### src/sv/parabolic_peak_interpolator_core_defines.svh
// Assertion macros shared by the peak interpolator RTL.
// Included by the controller and the datapath; relies on clk and rst_n in scope.
`ifndef PARABOLIC_PEAK_INTERPOLATOR_CORE_DEFINES_SVH
`define PARABOLIC_PEAK_INTERPOLATOR_CORE_DEFINES_SVH
`ifndef SYNTHESIS
`define PPI_ASSERT_IMP(lbl, ante, cons) \
    lbl: assert property (@(posedge clk) disable iff (!rst_n) (ante) |-> (cons)) \
        else $error("ppi assertion failed");
`define PPI_ASSERT_NXT(lbl, ante, cons) \
    lbl: assert property (@(posedge clk) disable iff (!rst_n) (ante) |=> (cons)) \
        else $error("ppi assertion failed");
`else
`define PPI_ASSERT_IMP(lbl, ante, cons)
`define PPI_ASSERT_NXT(lbl, ante, cons)
`endif
`endif

### src/sv/ppi_pkg.sv
// Shared types and constants for the parabolic peak interpolator.
// No dependencies; imported by the controller, datapath and top level.
package ppi_pkg;

    // Default configuration
    localparam int MAX_LEN_DEF     = 4096;
    localparam int SAMPLE_BITS_DEF = 24;
    localparam int FRAC_BITS_DEF   = 16;

    // Integer part of the position and width of the reported index
    localparam int IDX_W = 12;

    // Result status codes
    typedef enum logic [1:0] {
        ST_OK       = 2'd0,
        ST_FLAT     = 2'd1,
        ST_SHORT    = 2'd2,
        ST_OVERFLOW = 2'd3
    } ppi_status_t;

    // Controller states, one-hot
    typedef enum logic [3:0] {
        S_ACCUM  = 4'b0001,
        S_SETUP  = 4'b0010,
        S_DIVIDE = 4'b0100,
        S_FINISH = 4'b1000
    } ppi_state_t;

    // Controller to datapath commands
    typedef struct packed {
        logic accept;    // sample item taken this cycle
        logic setup;     // form numerator/denominator, load divider
        logic div_step;  // one quotient bit
        logic out_load;  // load result register, clear the run
    } ppi_cmd_t;

    // Datapath to controller status
    typedef struct packed {
        logic skip_div;  // short run or flat denominator
        logic div_done;  // current divide step is the final one
        logic out_free;  // result register can take a new result
    } ppi_sts_t;

endpackage

### src/sv/ppi_datapath.sv
// Datapath of the peak interpolator: run tracking, bit-serial divider, result register.
// Depends on ppi_pkg and the shared assertion macros.
`include "parabolic_peak_interpolator_core_defines.svh"

module ppi_datapath
    import ppi_pkg::*;
#(
    parameter int MAX_LEN     = MAX_LEN_DEF,
    parameter int SAMPLE_BITS = SAMPLE_BITS_DEF,
    parameter int FRAC_BITS   = FRAC_BITS_DEF
)
(
    input  logic                          clk,
    input  logic                          rst_n,
    input  ppi_cmd_t                      cmd,
    output ppi_sts_t                      sts,
    input  logic signed [SAMPLE_BITS-1:0] sample,
    input  logic                          last,
    input  logic                          m_tready,
    output logic                          m_tvalid,
    output logic [IDX_W+FRAC_BITS-1:0]    peak_pos,
    output logic [IDX_W-1:0]              peak_index,
    output logic signed [SAMPLE_BITS-1:0] peak_value,
    output logic [1:0]                    status
);

    localparam int CNT_W  = $clog2(MAX_LEN + 1);
    localparam int POS_W  = IDX_W + FRAC_BITS;
    localparam int NUM_W  = SAMPLE_BITS + 1;
    localparam int DEN_W  = SAMPLE_BITS + 3;
    localparam int DVD_W  = SAMPLE_BITS + FRAC_BITS + 1;
    localparam int STEP_W = $clog2(DVD_W + 1);
    localparam int SUM_W  = CNT_W + DVD_W + 2;

    // Run tracking state
    logic [CNT_W-1:0]              count_reg, count_next;
    logic [CNT_W-1:0]              bidx_reg, bidx_next;
    logic                          pend_reg, pend_next;
    logic                          ovf_reg, ovf_next;
    logic signed [SAMPLE_BITS-1:0] prev_reg, prev_next;
    logic signed [SAMPLE_BITS-1:0] best_reg, best_next;
    logic signed [SAMPLE_BITS-1:0] left_reg, left_next;
    logic signed [SAMPLE_BITS-1:0] right_reg, right_next;

    // Divider state
    logic [DVD_W-1:0]  dvd_reg, dvd_next;
    logic [DEN_W-1:0]  ad_reg, ad_next;
    logic [DEN_W-1:0]  rem_reg, rem_next;
    logic [STEP_W-1:0] step_reg, step_next;
    logic              neg_reg, neg_next;
    logic              flat_reg, flat_next;
    logic              short_reg, short_next;

    // Result register
    logic              ovalid_reg, ovalid_next;
    logic [POS_W-1:0]  pos_reg, pos_next;
    logic [IDX_W-1:0]  idx_reg, idx_next;
    logic signed [SAMPLE_BITS-1:0] val_reg, val_next;
    ppi_status_t       status_reg, status_next;

    // Combinational helpers
    logic                    cand;
    logic signed [DEN_W-1:0] best_x, left_x, right_x, den_s;
    logic signed [NUM_W-1:0] num_s;
    logic [NUM_W-1:0]        an_full;
    logic [DEN_W-1:0]        ad_w;
    logic [DVD_W-1:0]        dvd_init;
    logic                    short_now, flat_now;
    logic [DEN_W:0]          trial;
    logic                    ge;
    logic signed [SUM_W-1:0] base, q_x, p_sum;
    logic [POS_W-1:0]        pos_clamped;
    ppi_status_t             status_w;

    // Interior candidate: not the first, last, or truncation-point sample
    assign cand = !last && (count_reg >= CNT_W'(1)) && (count_reg < CNT_W'(MAX_LEN - 1)) &&
                  ((count_reg == CNT_W'(1)) || (sample > best_reg));

    // Numerator and doubled denominator of the vertex offset
    assign best_x  = {{3{best_reg[SAMPLE_BITS-1]}}, best_reg};
    assign left_x  = {{3{left_reg[SAMPLE_BITS-1]}}, left_reg};
    assign right_x = {{3{right_reg[SAMPLE_BITS-1]}}, right_reg};
    assign den_s   = (best_x <<< 2) - (left_x <<< 1) - (right_x <<< 1);
    assign num_s   = {right_reg[SAMPLE_BITS-1], right_reg} - {left_reg[SAMPLE_BITS-1], left_reg};
    assign an_full = num_s[NUM_W-1] ? NUM_W'(-num_s) : NUM_W'(num_s);
    assign ad_w    = den_s[DEN_W-1] ? DEN_W'(-den_s) : DEN_W'(den_s);
    // Rounded division: add half the divisor to the scaled numerator
    assign dvd_init = {1'b0, an_full[SAMPLE_BITS-1:0], {FRAC_BITS{1'b0}}} +
                      DVD_W'(ad_w >> 1);
    assign short_now = count_reg < CNT_W'(3);
    assign flat_now  = den_s == '0;

    // One restoring divide step
    assign trial = {rem_reg, dvd_reg[DVD_W-1]};
    assign ge    = trial >= {1'b0, ad_reg};

    // Final position: index plus signed fraction, clamped
    assign base  = $signed({{(SUM_W-CNT_W-FRAC_BITS){1'b0}}, bidx_reg, {FRAC_BITS{1'b0}}});
    assign q_x   = $signed({{(SUM_W-DVD_W){1'b0}}, dvd_reg});
    assign p_sum = flat_reg ? base : (neg_reg ? base - q_x : base + q_x);
    assign pos_clamped = p_sum[SUM_W-1] ? '0 :
                         ((|p_sum[SUM_W-2:POS_W]) ? '1 : p_sum[POS_W-1:0]);

    always_comb
    begin
        if (ovf_reg)
            status_w = ST_OVERFLOW;
        else if (short_reg)
            status_w = ST_SHORT;
        else if (flat_reg)
            status_w = ST_FLAT;
        else
            status_w = ST_OK;
    end

    // Next-state logic
    always_comb
    begin
        count_next  = count_reg;
        bidx_next   = bidx_reg;
        pend_next   = pend_reg;
        ovf_next    = ovf_reg;
        prev_next   = prev_reg;
        best_next   = best_reg;
        left_next   = left_reg;
        right_next  = right_reg;
        dvd_next    = dvd_reg;
        ad_next     = ad_reg;
        rem_next    = rem_reg;
        step_next   = step_reg;
        neg_next    = neg_reg;
        flat_next   = flat_reg;
        short_next  = short_reg;
        ovalid_next = ovalid_reg;
        pos_next    = pos_reg;
        idx_next    = idx_reg;
        val_next    = val_reg;
        status_next = status_reg;

        // Sample accumulation
        if (cmd.accept)
        begin
            if (count_reg >= CNT_W'(MAX_LEN))
            begin
                ovf_next = 1'b1;
            end
            else
            begin
                if (pend_reg)
                begin
                    right_next = sample;
                    pend_next  = 1'b0;
                end
                if (cand)
                begin
                    best_next = sample;
                    bidx_next = count_reg;
                    left_next = prev_reg;
                    pend_next = 1'b1;
                end
                prev_next  = sample;
                count_next = count_reg + CNT_W'(1);
            end
        end

        // Divider load
        if (cmd.setup)
        begin
            dvd_next   = dvd_init;
            ad_next    = ad_w;
            rem_next   = '0;
            step_next  = STEP_W'(DVD_W);
            neg_next   = num_s[NUM_W-1] ^ den_s[DEN_W-1];
            flat_next  = flat_now;
            short_next = short_now;
        end

        // Divider iteration
        if (cmd.div_step)
        begin
            rem_next  = ge ? DEN_W'(trial - {1'b0, ad_reg}) : trial[DEN_W-1:0];
            dvd_next  = {dvd_reg[DVD_W-2:0], ge};
            step_next = step_reg - STEP_W'(1);
        end

        // Result register handshake
        if (m_tready)
            ovalid_next = 1'b0;
        if (cmd.out_load)
        begin
            ovalid_next = 1'b1;
            pos_next    = short_reg ? '0 : pos_clamped;
            idx_next    = short_reg ? '0 : IDX_W'(bidx_reg);
            val_next    = short_reg ? '0 : best_reg;
            status_next = status_w;
            count_next  = '0;
            bidx_next   = '0;
            pend_next   = 1'b0;
            ovf_next    = 1'b0;
        end
    end

    // Control registers
    always_ff @(posedge clk or negedge rst_n)
    begin
        if (!rst_n)
        begin
            count_reg  <= '0;
            bidx_reg   <= '0;
            pend_reg   <= 1'b0;
            ovf_reg    <= 1'b0;
            step_reg   <= '0;
            ovalid_reg <= 1'b0;
        end
        else
        begin
            count_reg  <= count_next;
            bidx_reg   <= bidx_next;
            pend_reg   <= pend_next;
            ovf_reg    <= ovf_next;
            step_reg   <= step_next;
            ovalid_reg <= ovalid_next;
        end
    end

    // Payload registers
    always_ff @(posedge clk)
    begin
        prev_reg   <= prev_next;
        best_reg   <= best_next;
        left_reg   <= left_next;
        right_reg  <= right_next;
        dvd_reg    <= dvd_next;
        ad_reg     <= ad_next;
        rem_reg    <= rem_next;
        neg_reg    <= neg_next;
        flat_reg   <= flat_next;
        short_reg  <= short_next;
        pos_reg    <= pos_next;
        idx_reg    <= idx_next;
        val_reg    <= val_next;
        status_reg <= status_next;
    end

    // Status to controller
    assign sts.skip_div = short_now | flat_now;
    assign sts.div_done = step_reg == STEP_W'(1);
    assign sts.out_free = !ovalid_reg || m_tready;

    assign m_tvalid   = ovalid_reg;
    assign peak_pos   = pos_reg;
    assign peak_index = idx_reg;
    assign peak_value = val_reg;
    assign status     = status_reg;

    // Checks
    `PPI_ASSERT_IMP(a_count_range, 1'b1, count_reg <= CNT_W'(MAX_LEN))
    `PPI_ASSERT_IMP(a_pend_follows_best, pend_reg, count_reg == (bidx_reg + CNT_W'(1)))
    `PPI_ASSERT_IMP(a_load_when_free, cmd.out_load, !ovalid_reg || m_tready)

endmodule

### src/sv/ppi_ctrl.sv
// Controller of the peak interpolator: sequences accumulate, setup, divide, finish.
// Depends on ppi_pkg and the shared assertion macros.
`include "parabolic_peak_interpolator_core_defines.svh"

module ppi_ctrl
    import ppi_pkg::*;
(
    input  logic     clk,
    input  logic     rst_n,
    input  logic     s_tvalid,
    input  logic     s_tlast,
    output logic     s_tready,
    input  ppi_sts_t sts,
    output ppi_cmd_t cmd
);

    ppi_state_t state_reg, state_next;

    // Commands
    assign s_tready     = state_reg == S_ACCUM;
    assign cmd.accept   = s_tvalid && (state_reg == S_ACCUM);
    assign cmd.setup    = state_reg == S_SETUP;
    assign cmd.div_step = state_reg == S_DIVIDE;
    assign cmd.out_load = (state_reg == S_FINISH) && sts.out_free;

    // Next state
    always_comb
    begin
        state_next = state_reg;
        case (state_reg)
            S_ACCUM:
            begin
                if (cmd.accept && s_tlast)
                    state_next = S_SETUP;
            end
            S_SETUP:
            begin
                state_next = sts.skip_div ? S_FINISH : S_DIVIDE;
            end
            S_DIVIDE:
            begin
                if (sts.div_done)
                    state_next = S_FINISH;
            end
            S_FINISH:
            begin
                if (sts.out_free)
                    state_next = S_ACCUM;
            end
            default:
            begin
                state_next = S_ACCUM;
            end
        endcase
    end

    always_ff @(posedge clk or negedge rst_n)
    begin
        if (!rst_n)
            state_reg <= S_ACCUM;
        else
            state_reg <= state_next;
    end

    // Checks
    `PPI_ASSERT_NXT(a_last_to_setup, cmd.accept && s_tlast, state_reg == S_SETUP)
    `PPI_ASSERT_NXT(a_div_to_finish, (state_reg == S_DIVIDE) && sts.div_done,
        state_reg == S_FINISH)
    `PPI_ASSERT_NXT(a_finish_to_accum, (state_reg == S_FINISH) && sts.out_free,
        state_reg == S_ACCUM)

endmodule

### src/sv/parabolic_peak_interpolator_core.sv
// Parabolic peak interpolator, top level: controller plus datapath.
// Depends on ppi_pkg, ppi_ctrl and ppi_datapath.
//
// Samples of a run stream in one per cycle on the s_ side while the block is
// accepting, the final one with s_tlast. Once the last sample is taken the block
// stops accepting through a setup state, then its one-bit-per-cycle restoring
// divider, which is skipped for a short run or a flat denominator, then a finish
// state that loads the result register. The result waits in its register on the
// m_ side while the next run streams in; beyond the setup, divide and finish
// states the block only stalls at a run end if the previous result is still
// untaken.

module parabolic_peak_interpolator_core
    import ppi_pkg::*;
#(
    parameter int MAX_LEN     = MAX_LEN_DEF,
    parameter int SAMPLE_BITS = SAMPLE_BITS_DEF,
    parameter int FRAC_BITS   = FRAC_BITS_DEF
)
(
    input  logic                                   clk,
    input  logic                                   rst_n,
    input  logic                                   s_tvalid,
    output logic                                   s_tready,
    // sample[SAMPLE_BITS-1:0], zero padding above
    input  logic [((SAMPLE_BITS+7)/8)*8-1:0]       s_tdata,
    input  logic                                   s_tlast,
    output logic                                   m_tvalid,
    input  logic                                   m_tready,
    // peak_pos (12+FRAC_BITS), peak_index (12), peak_value (SAMPLE_BITS),
    // status (2), zero padding above
    output logic [((IDX_W+FRAC_BITS+IDX_W+SAMPLE_BITS+2+7)/8)*8-1:0] m_tdata
);

    localparam int POS_W = IDX_W + FRAC_BITS;
    localparam int M_W   = ((POS_W + IDX_W + SAMPLE_BITS + 2 + 7) / 8) * 8;

    ppi_cmd_t                      cmd;
    ppi_sts_t                      sts;
    logic [POS_W-1:0]              peak_pos;
    logic [IDX_W-1:0]              peak_index;
    logic signed [SAMPLE_BITS-1:0] peak_value;
    logic [1:0]                    status;

    ppi_ctrl u_ctrl (
        .clk      (clk),
        .rst_n    (rst_n),
        .s_tvalid (s_tvalid),
        .s_tlast  (s_tlast),
        .s_tready (s_tready),
        .sts      (sts),
        .cmd      (cmd)
    );

    ppi_datapath #(
        .MAX_LEN     (MAX_LEN),
        .SAMPLE_BITS (SAMPLE_BITS),
        .FRAC_BITS   (FRAC_BITS)
    ) u_datapath (
        .clk        (clk),
        .rst_n      (rst_n),
        .cmd        (cmd),
        .sts        (sts),
        .sample     ($signed(s_tdata[SAMPLE_BITS-1:0])),
        .last       (s_tlast),
        .m_tready   (m_tready),
        .m_tvalid   (m_tvalid),
        .peak_pos   (peak_pos),
        .peak_index (peak_index),
        .peak_value (peak_value),
        .status     (status)
    );

    // Pack result fields, lowest field first
    assign m_tdata = M_W'({status, peak_value, peak_index, peak_pos});

endmodule
### config.mk
export PLATFORM = sky130hd
export DESIGN_NAME = parabolic_peak_interpolator_core
export DESIGN_NICKNAME = d
export VERILOG_FILES = /design/src/sv/ppi_pkg.sv /design/src/sv/ppi_datapath.sv /design/src/sv/ppi_ctrl.sv /design/src/sv/parabolic_peak_interpolator_core.sv
export VERILOG_INCLUDE_DIRS = /design/src /design/src/sv
export SDC_FILE = /design/constraint.sdc
export NUM_CORES = 1
export LEC_CHECK = 0
export ABC_CLOCK_PERIOD_IN_PS = 6800
export BUFFER_PORTS_ARGS = -buffer_cell sky130_fd_sc_hd__buf_2
export CORE_MARGIN = 3
export CORE_UTILIZATION = 55
export DETAILED_ROUTE_END_ITERATION = 10
export PLACE_DENSITY = 0.73
export SYNTH_ARGS = -nofsm -noshare
export SYNTH_HDL_FRONTEND = slang
export SYNTH_HIERARCHICAL = 1
export SYNTH_SLANG_ARGS = --single-unit
### constraint.sdc
create_clock -name clk -period 6.8 [get_ports clk]
set_input_delay 0.68 -clock clk [delete_from_list [all_inputs] [get_ports clk]]
set_output_delay 0.68 -clock clk [all_outputs]
set_load 0.01 [all_outputs]
==> reports/metrics.yaml <==
die:
  fp.dieW_um: 202
  row_count: 71
  die_area_um2: 40900
  fp.dieH_um: 202
  num_io_pins: 103
  core_um2: 37800
  initial_utilization_pct: 56.1
timing:
  rsz0062_at_grt: "no"
  relSlewSlack_pct: 25.2
  fin_crit_sh_pct: 92.1
  finalSetupViolCount: 0
  worst_pin_slew_ps: 1100
  min_period_ps: 6260
  fmax_ghz: 0.160
  fin_tns_setup_ps: 0
  finalHoldViolations: 0
  clock_skew_ps: 15.9
  slew_viol_final: 0
yosys:
  seq_area_frac_synth_pct: 41.4
  syn-instance-count: 2116
  synth.area.top_cells: "edfxtp_1, ha_1, dfrtp_1"
  yosysTopAreaCell: "edfxtp_1"
  synth.most_common_cell: "edfxtp_1"
  yosysTopAreaCellShare_pct: 36.7
  synthTopCellsByCount: "edfxtp_1, nor2_1, inv_1, ha_1, a21oi_1"
  syn_area_per_cell_um2: 10.0
  synth.cell_area_um2: 21200
  synth_warnings: 6
  ys.flop_type: "edfxtp_1"
  async_reset_ff_share_pct: 13.1
  synth-edff-count: 259
  synth_seq_cells: 298
  synth_cell_types: 109
grt:
  antenna_found_initial: 0
  grt_pass1_wl_um: 83100
  grt_max_degree: 70
  overflow: 0
  grt_pass1_vias: 15600
  grtUsageTotal_pct: 25.1
setup_path:
  cp_data_arrival_time_ps: 6550
  critPathMaxStageDelay_ps: 700
  cp.required_ps: 7090
  end_kind: "register"
  cpLargestDelayFamily: "compound AO/OA/AOI/OAI gates"
  cp_cell_sequence: "fa_1 -> inv_1 -> ha_1 -> a211oi_2 -> o21ai_1 -> a21oi_1 -> nand2_1 -> xor2_1 -> nor4_4 -> nand3b_1 -> or3_1 -> o31ai_1 -> xnor2_1 -> ha_1 -> a21o_1 -> a2111oi_0 -> nand4_4 -> nand3_1 -> xor2_1 -> o21ai_0"
  critPathKind: "reg -> reg"
  worst_setup_path_start_kind: "register"
  crit_path_max_fanout: 7
  slowest_stage: "a2111oi_0"
  path_buf_inv: 1
finish:
  layout.nets: 2413
  regArea_um2: 8750
  n_antenna_cell: 0
  area_growth_pct: 8.94
  drive_above_1_share_pct: 10.4
  num-fill-cells: 3174
  largest_reg_flops: 41
  multi_input_area_um2: 11400
drt:
  drtAntennaViolNets: 0
  vias: 16100
  drt_iter0_drc: 1446
  viasPerCell: 5.91
  drcViolationCount: 0
  routed_wl_um: 52400
  dr.pass1.iters: 6
  detail_route.wl_per_cell_um: 19.2
run_status:
  status: "complete, no violations"
clock_network:
  clkTransAtPathRegs_ps: 60
  root_buffer: "clkbuf_16"
  post-cts-setup-buffer-count: 0
  cts.repair.resized: 0
  cts.sinks: 298
  htreeDepth: 1
  cts_tree: "built"
  postCtsHoldBufs: 0
  cts_buffers: 31
  clockBufferDepth: 3
  clkLatencyLatePin_ps: 580
job:
  cap_violations: 0
power_and_ir_drop:
  ir_drop_v: 0.000229
  p_leak_nw: 9.62
  p_per_area_nw_per_um2: 280
  p_total_mw: 6.46
placement:
  gp_congestion: 0.959
  hpwl_um: 39800
  io_buffer_count: 96
worst_hold_path:
  hp-class: "in -> async"
[area by class of cell]
class                   instances  share of cell area (%)
well taps                     511                    2.77
clock buffers                  37                    3.46
flip-flops and latches        298                    38.0
inverters                     198                    3.22
clock inverters                20                   0.743
multi-input cells            1550                    49.3
repair buffers                111                    2.57
[cell families (layout without fill, tap and decap cells)]
family / after synthesis / in the layout / synth area share (%)
AOI/OAI and AO/OA: 510 / 510 / 16.4
xor gates and xnor gates: 161 / 161 / 6.80
adders and majority gates: 194 / 194 / 12.5
buffers and inverters: 273 / 366 / 5.13
DFF: 298 / 298 / 41.4
muxes: 62 / 62 / 3.03
other: 1 / 6 / 0.0177
and+or+nand+nor: 617 / 617 / 14.8
[layout by cell type (no fill, tap or decap), types with 18 or more instances in the layout]
cell type / netlist / final
edfxtp_1: 259 / 259
nor2_1: 202 / 202
inv_1: 196 / 195
ha_1: 166 / 166
a21oi_1: 129 / 129
nand2_1: 122 / 121
o21ai_0: 114 / 114
buf_2: 5 / 96
xnor2_1: 88 / 88
xor2_1: 69 / 69
mux2i_1: 46 / 46
a21o_1: 44 / 44
nand3_1: 43 / 43
nor3_1: 41 / 41
dfrtp_1: 38 / 38
nor2b_1: 35 / 34
clkbuf_16: 0 / 31
nand4_1: 28 / 28
fa_1: 28 / 28
nand2b_1: 25 / 25
o31ai_1: 23 / 23
and3_1: 18 / 18
a211oi_1: 18 / 18
nor4_1: 18 / 18
[routing by layer]
layer | vias to the layer above | part of all wire (%) | track usage [%]
met2 | 462 | 47 | 41.0
met3 | 92 | 5.5 | 3.06
li1 | 7785 | - | -
met4 | 0 | 3.1 | 8.22
met5 | - | 0 | 0
met1 | 7756 | 45 | 35.2
[report_power, final]
part / internal [mW] / total (mW) / switching (mW)
combinational: 0.939 / 2.46 / 1.52
sequential: 2.23 / 2.36 / 0.130
clock: 0.945 / 1.65 / 0.701
total: 4.11 / 6.46 / 2.35
[final timing paths]
check                                         from                      end  slack, ps  cells after the start
max                        u_datapath/right_reg[1]   u_datapath/dvd_reg[29]        540                     20
min                                          rst_n  u_datapath/bidx_reg[12]        240                      1
max reg2reg                u_datapath/right_reg[1]   u_datapath/dvd_reg[29]        540                     20
min reg2reg                 u_datapath/prev_reg[4]   u_datapath/left_reg[4]        410                      0
max in group asynchronous                    rst_n      u_ctrl/state_reg[3]       5970                      1
min in group clk                       s_tdata[16]  u_datapath/best_reg[16]        320                      1
[metrics by stage]
stage	utilization [%]	cells	setup slack, ps	hold slack (ps)	cell area [um2]
floorplan	-	2121	1200	384	21200
global placement	58.5	2668	773	400	22100
detailed placement	58.5	2668	609	405	22100
CTS	61.1	2725	584	254	23100
global route	61.1	2725	127	307	23100
finish	61.1	2725	537	240	23100
(Power assumes the default switching activity.)
